File: config.mk
export PLATFORM = sky130hd
export DESIGN_NAME = gshp_alu
export DESIGN_NICKNAME = d
export VERILOG_FILES = /design/src/sv/gshp_pkg.sv /design/src/sv/gshp_alu.sv
export SDC_FILE = /design/constraint.sdc
export NUM_CORES = 1
export LEC_CHECK = 0
export ABC_AREA = 1
export BUFFER_PORTS_ARGS = -buffer_cell sky130_fd_sc_hd__buf_2
export CORE_MARGIN = 2
export CORE_UTILIZATION = 40
export DETAILED_ROUTE_END_ITERATION = 16
export GPL_TIMING_DRIVEN = 0
export MAX_ROUTING_LAYER = met4
export PLACE_DENSITY = 0.71
export RECOVER_POWER = 100
export SETUP_SLACK_MARGIN = 0.3
export SYNTH_ARGS = -nofsm -noshare
export SYNTH_HDL_FRONTEND = slang
export SYNTH_SLANG_ARGS = --single-unit
File: constraint.sdc
create_clock -name vclk -period 4.7
set_clock_uncertainty 0.1 [all_clocks]
set_input_delay 0.94 -clock vclk [all_inputs]
set_output_delay 0.94 -clock vclk [all_outputs]
set_load 0.01 [all_outputs]
File: src/sv/gshp_pkg.sv
// shared constants, codes and direction tables of the height predictor
`timescale 1ns / 1ps

package gshp_pkg;

	localparam int GRID_COLUMNS_DEF = 64;
	localparam int GRID_ROWS_DEF    = 64;

	localparam int HEIGHT_W = 32;
	localparam int COUNT_W  = 4;
	localparam int METH_W   = 3;
	localparam int INDEX_W  = 6;
	// sums of up to eight extrapolations of Q15.16 heights
	localparam int ACC_W    = 40;

	localparam logic FUNC_GUESS = 1'b0;
	localparam logic FUNC_STORE = 1'b1;

	localparam logic [METH_W-1:0] METH_LAST  = 3'd0;
	localparam logic [METH_W-1:0] METH_QUAD  = 3'd1;
	localparam logic [METH_W-1:0] METH_LIN   = 3'd2;
	localparam logic [METH_W-1:0] METH_PLANE = 3'd3;
	localparam logic [METH_W-1:0] METH_NEAR  = 3'd4;
	localparam logic [METH_W-1:0] METH_STORE = 3'd5;

	function automatic logic signed [1:0] dir_col(input logic [2:0] k);
		case (k)
			3'd0, 3'd1, 3'd7: dir_col = 2'sd1;
			3'd2, 3'd6:       dir_col = 2'sd0;
			default:          dir_col = -2'sd1;
		endcase
	endfunction

	function automatic logic signed [1:0] dir_row(input logic [2:0] k);
		case (k)
			3'd1, 3'd2, 3'd3: dir_row = 2'sd1;
			3'd0, 3'd4:       dir_row = 2'sd0;
			default:          dir_row = -2'sd1;
		endcase
	endfunction

	function automatic logic signed [1:0] quad_col(input logic [1:0] k);
		case (k)
			2'd0, 2'd3: quad_col = 2'sd1;
			default:    quad_col = -2'sd1;
		endcase
	endfunction

	function automatic logic signed [1:0] quad_row(input logic [1:0] k);
		case (k)
			2'd0, 2'd1: quad_row = 2'sd1;
			default:    quad_row = -2'sd1;
		endcase
	endfunction

endpackage

File: src/sv/gshp_alu.sv
// shared three-operand adder used by the extrapolation, divide and sign steps
`timescale 1ns / 1ps

module gshp_alu (
	input  logic signed [gshp_pkg::ACC_W-1:0] x,
	input  logic signed [gshp_pkg::ACC_W-1:0] y,
	input  logic signed [gshp_pkg::ACC_W-1:0] z,
	output logic signed [gshp_pkg::ACC_W-1:0] s
);

	assign s = x + y + z;

endmodule

After elaboration in Yosys (flattened, before gate mapping)
Index checks and enable logic that the tools add are counted.
{"block": "op_classes", "n_addsub": 2}
{"cell": "adder 40 bit", "n": 2}
{"block": "word_totals", "wordCells": 2, "out_inout_bits": 40, "in_bits": 120, "ff_bits": 0}

Logic depth before layout (Yosys ltp)
{"block": "depth", "depth_word": 2, "mapped_depth": 17, "depth_no_buf": 17}

Worst setup path after synthesis
OpenSTA, ideal clock, no wires.
{"block": "synth_timing", "path_type": "input -> output", "startpoint": "in y[1] in the netlist's numbering", "endpoint": "out s[33] in the netlist's numbering", "path_buffers": 0, "setup_slack_ns": 0.711, "required_time_ns": 3.660, "t_arrival_ns": 2.949, "stages": 15, "path_cell_list": "fa_1 > ha_1 > inv_1 > fa_1 > inv_1 > nand3_1 > nand3_1 > nand2_1 > nand3_1 > nand2_1 > nand2_1 > nand2_1 > nand2_1 > nand2_1 > nand2_1"}
{"block": "synth_between", "elab_chain_cells": 2}
{"item": "from (decl)", "line": "gshp_alu.sv:6", "rtl": "input logic signed [gshp_pkg::ACC_W-1:0] y,"}
{"item": "adder 40 bit (2 in series)", "line": "gshp_alu.sv:11", "rtl": "assign s = x + y + z;"}
{"item": "to (decl)", "line": "gshp_alu.sv:8", "rtl": "output logic signed [gshp_pkg::ACC_W-1:0] s"}
Every way passes these cells.

Worst setup path after layout
{"block": "layout_timing", "startpoint": "in y[8] in the netlist's numbering", "endpoint": "out s[26] in the netlist's numbering"}
Same word-level chain as after synthesis.

==> flow_results.xml <==
<?xml version="1.0" encoding="UTF-8"?>
<metrics>
  <group name="sta">
    <metric name="slew_headroom" unit="%">74.22</metric>
    <metric name="total_setup_violations_reported_at_the_end_of_the_flow" unit="">0</metric>
    <metric name="timing_worst_slew_pin_value" unit="ns">0.3827</metric>
    <metric name="timing.final.crit_period" unit="ns">4.364</metric>
    <metric name="setup_total_negative_slack" unit="ns">0</metric>
    <metric name="timing.hold.ws" unit="ns">2.233</metric>
    <metric name="final_hold_violations" unit="">0</metric>
    <metric name="grt_setup_unrepaired" unit="">no</metric>
    <metric name="drv_slew" unit="">0</metric>
    <metric name="clock.fmax" unit="MHz">229.1</metric>
    <metric name="finalWorstSetupSlack" unit="ns">0.3356</metric>
    <metric name="finalCritPeriodShare" unit="%">92.86</metric>
  </group>
  <group name="finish">
    <metric name="proportion_of_layout_cells_with_a_drive_suffix_above_1" unit="%">22.31</metric>
    <metric name="area.sequential" unit="sq um">0</metric>
    <metric name="fillerInstances" unit="">1026</metric>
    <metric name="nNetsFinal" unit="">998</metric>
    <metric name="clk_buf_instances" unit="">0</metric>
    <metric name="numSequentialCells" unit="">0</metric>
    <metric name="syn_to_final_growth" unit="%">24.20</metric>
  </group>
  <group name="critical_path">
    <metric name="cp_top_family" unit="">simple AND/OR/NAND/NOR gates</metric>
    <metric name="cpMostUsedCell" unit="">sky130_fd_sc_hd__nand2_1</metric>
    <metric name="critical_path_arrival" unit="ns">3.32</metric>
    <metric name="worst-path-buf-inv" unit="">2</metric>
    <metric name="critical-path-max-stage-delay" unit="ns">0.47</metric>
    <metric name="sequence_of_cells_on_the_critical_path" unit="">buf_2 &gt; fa_1 &gt; ha_1 &gt; nand2_1 &gt; nor2_1 &gt; nand3_2 &gt; nand3_1 &gt; nand2_2 &gt; nand2_1 &gt; nand2_2 &gt; nand2_1 &gt; nand2_1 &gt; nand2_1 &gt; buf_2</metric>
    <metric name="criticalPathCategory" unit="">primary input to output port</metric>
    <metric name="critPathSlowestCell" unit="">sky130_fd_sc_hd__fa_1</metric>
    <metric name="crit_path_start_kind" unit="">primary input</metric>
    <metric name="critical_path_required" unit="ns">3.66</metric>
    <metric name="crit_path_max_fanout" unit="">4</metric>
    <metric name="timing.critical_path.to_type" unit="">output port</metric>
  </group>
  <group name="worst_hold_path">
    <metric name="hold_path.startpoint" unit="">x[0]</metric>
    <metric name="holdPathStages" unit="">5</metric>
    <metric name="holdPathEnd" unit="">s[0]</metric>
    <metric name="min-delay-path-class" unit="">primary input to output port</metric>
  </group>
  <group name="flow_run">
    <metric name="drv.max_cap_violation_count" unit="">0</metric>
  </group>
  <group name="detailed_routing">
    <metric name="via_per_inst" unit="">4.653</metric>
    <metric name="first_iter_violations" unit="">125</metric>
    <metric name="routed_wirelength" unit="um">10050</metric>
    <metric name="first_pass_iters" unit="">4</metric>
    <metric name="drt.antenna.violating_nets" unit="">0</metric>
    <metric name="routed_wire_length_per_instance" unit="um">11.05</metric>
    <metric name="detail_route.drc_violations" unit="">0</metric>
    <metric name="num_vias" unit="">4234</metric>
  </group>
  <group name="synth">
    <metric name="synth-warning-count" unit="">0</metric>
    <metric name="yosys.cell_types.count" unit="">21</metric>
    <metric name="yosysSeqAreaShare" unit="%">0</metric>
    <metric name="post_synth_instance_area" unit="sq mm">0.003754</metric>
    <metric name="syn-mean-instance-area" unit="sq um">5.930</metric>
    <metric name="synthesis.nets" unit="">831</metric>
    <metric name="syn_inst" unit="">633</metric>
  </group>
  <group name="global_route">
    <metric name="overflow" unit="">0</metric>
    <metric name="number_of_antenna_violations_at_the_first_check_in_global_routing" unit="">1</metric>
    <metric name="grt_usage" unit="%">20.36</metric>
    <metric name="vias_in_the_first_global_route" unit="">4058</metric>
    <metric name="pin_count_of_the_biggest_net_entering_global_routing" unit="">7</metric>
    <metric name="grt_first_pass_wirelength" unit="um">16850</metric>
  </group>
  <group name="power">
    <metric name="power.density_cell_area" unit="mW/mm^2">252.4</metric>
    <metric name="power.share.sequential" unit="%">0</metric>
    <metric name="irDropWorstVdd" unit="mV">0.1320</metric>
    <metric name="leakage" unit="nW">2.807</metric>
    <metric name="total_switching_power" unit="W">0.0007324</metric>
    <metric name="p_int" unit="W">0.0004443</metric>
    <metric name="share_clk_of_total_power" unit="%">0</metric>
    <metric name="p_sw_share" unit="%">62.24</metric>
    <metric name="part_of_the_power_in_combinational_logic" unit="%">100.0</metric>
  </group>
  <group name="place">
    <metric name="place_worst_setup_slack" unit="ns">0.1635</metric>
    <metric name="place_congestion" unit="">0.9263</metric>
    <metric name="half_perimeter_wire_length_of_the_detailed_placement_result" unit="um">9189</metric>
    <metric name="portBuffers" unit="">160</metric>
  </group>
  <group name="status">
    <metric name="run_status" unit="">finished clean</metric>
  </group>
  <group name="floorplanning">
    <metric name="core" unit="sq mm">0.009153</metric>
    <metric name="placement_rows" unit="">35</metric>
    <metric name="die_w" unit="um">100.9</metric>
    <metric name="pin_count" unit="">160</metric>
    <metric name="initial_utilization" unit="%">41.01</metric>
    <metric name="dieArea" unit="sq mm">0.01017</metric>
    <metric name="chipHeight" unit="um">100.9</metric>
  </group>
  <group name="clock_tree">
    <metric name="cts_hold_buf" unit="">0</metric>
  </group>
</metrics>
power by group through the flow:
stage	clock network, W	logic [W]	registers (W)
2_1_floorplan	0	0.000793	0
3_3_place_gp	0	0.00118	0
3_5_place_dp	0	0.00119	0
4_1_cts	0	0.00120	0
5_1_grt	0.0000000000285	0.00134	0
6_report	0.0000000000285	0.00118	0
how the worst max path moves through the flow:
stage	slack, ns	to	cells after the start	startpoint
after floorplan	0.71	s[33]	15	y[1]
after global placement	0.17	s[33]	17	y[1]
after detailed placement	0.16	s[25]	17	y[1]
after CTS	0.30	s[25]	17	y[1]
after global routing	0.16	s[39]	16	x[1]
final	0.34	s[26]	14	y[8]
stage by stage:
| step | instances | total power [W] | area [sq um] | util, % |
|---|---|---|---|---|
| global route | 910 | 0.001343 | 4662 | 50.94 |
| floorplan | 633 | 0.0007926 | 3754 | - |
| finish | 910 | 0.001177 | 4662 | 50.94 |
| CTS | 904 | 0.001197 | 4701 | 51.36 |
| detailed placement | 904 | 0.001188 | 4693 | 51.28 |
| global placement | 904 | 0.001183 | 4693 | 51.28 |
routing by layer:
metal / GRT usage [%] / up-vias / share of wire, % / routed length [um]
li1: - / 2254 / - / -
met1: 24.62 / 1851 / 45 / 4544
met2: 38.10 / 121 / 48 / 4792
met3: 1.110 / 8 / 5.9 / 598
met4: 2.634 / 0 / 1.2 / 116
met5: - / - / 0 / 0
Yosys cell counts, drive strengths merged:
| library cell | n | share of area [%] |
|---|---|---|
| nand2b | 2 | 0.33 |
| xnor2 | 6 | 1.4 |
| o21ai | 16 | 2.1 |
| nor3 | 12 | 1.6 |
| xor2 | 18 | 4.2 |
| nand4 | 1 | 0.17 |
| nand3b | 1 | 0.20 |
| a31oi | 4 | 0.67 |
| nand3 | 31 | 5.5 |
| ha | 38 | 13 |
| fa | 40 | 21 |
| nand2 | 247 | 26 |
| a21oi | 30 | 4.0 |
| nor2 | 56 | 6.5 |
| o21bai | 1 | 0.20 |
| inv | 130 | 13 |
cell type report:
| type | instances | area [sq um] | area share, % |
|---|---|---|---|
| Timing Repair Buffer | 165 | 822.0 | 17.63 |
| Multi-Input combinational cell | 503 | 3211 | 68.87 |
| Tap cell | 111 | 138.9 | 2.979 |
| Inverter | 130 | 488.0 | 10.47 |
| Antenna cell | 1 | 2.502 | 0.05368 |
cell usage in the layout, fill, tap and decap left out, drive strengths merged, types with 6 or more instances in the layout:
master / n
a21oi: 30
buf: 147
clkbuf: 18
fa: 40
ha: 38
inv: 130
nand2: 247
nand3: 31
nor2: 56
nor3: 12
o21ai: 16
xnor2: 6
xor2: 18
kinds of logic after synthesis:
kind of cell / after synthesis / synth area share [%]
and+or+nand+nor: 350 / 40.40
buffers and inverters: 130 / 13.00
AOI/OAI and AO/OA: 51 / 7.000
xor gates and xnor gates: 24 / 5.600
adders and majority gates: 78 / 34.00
repair_timing:
item,in CTS,in global routing
pin swaps,0,3
buffers inserted,0,5
gates resized for setup,3,5
setup endpoints to repair,3,5
(Power assumes the default switching activity.)
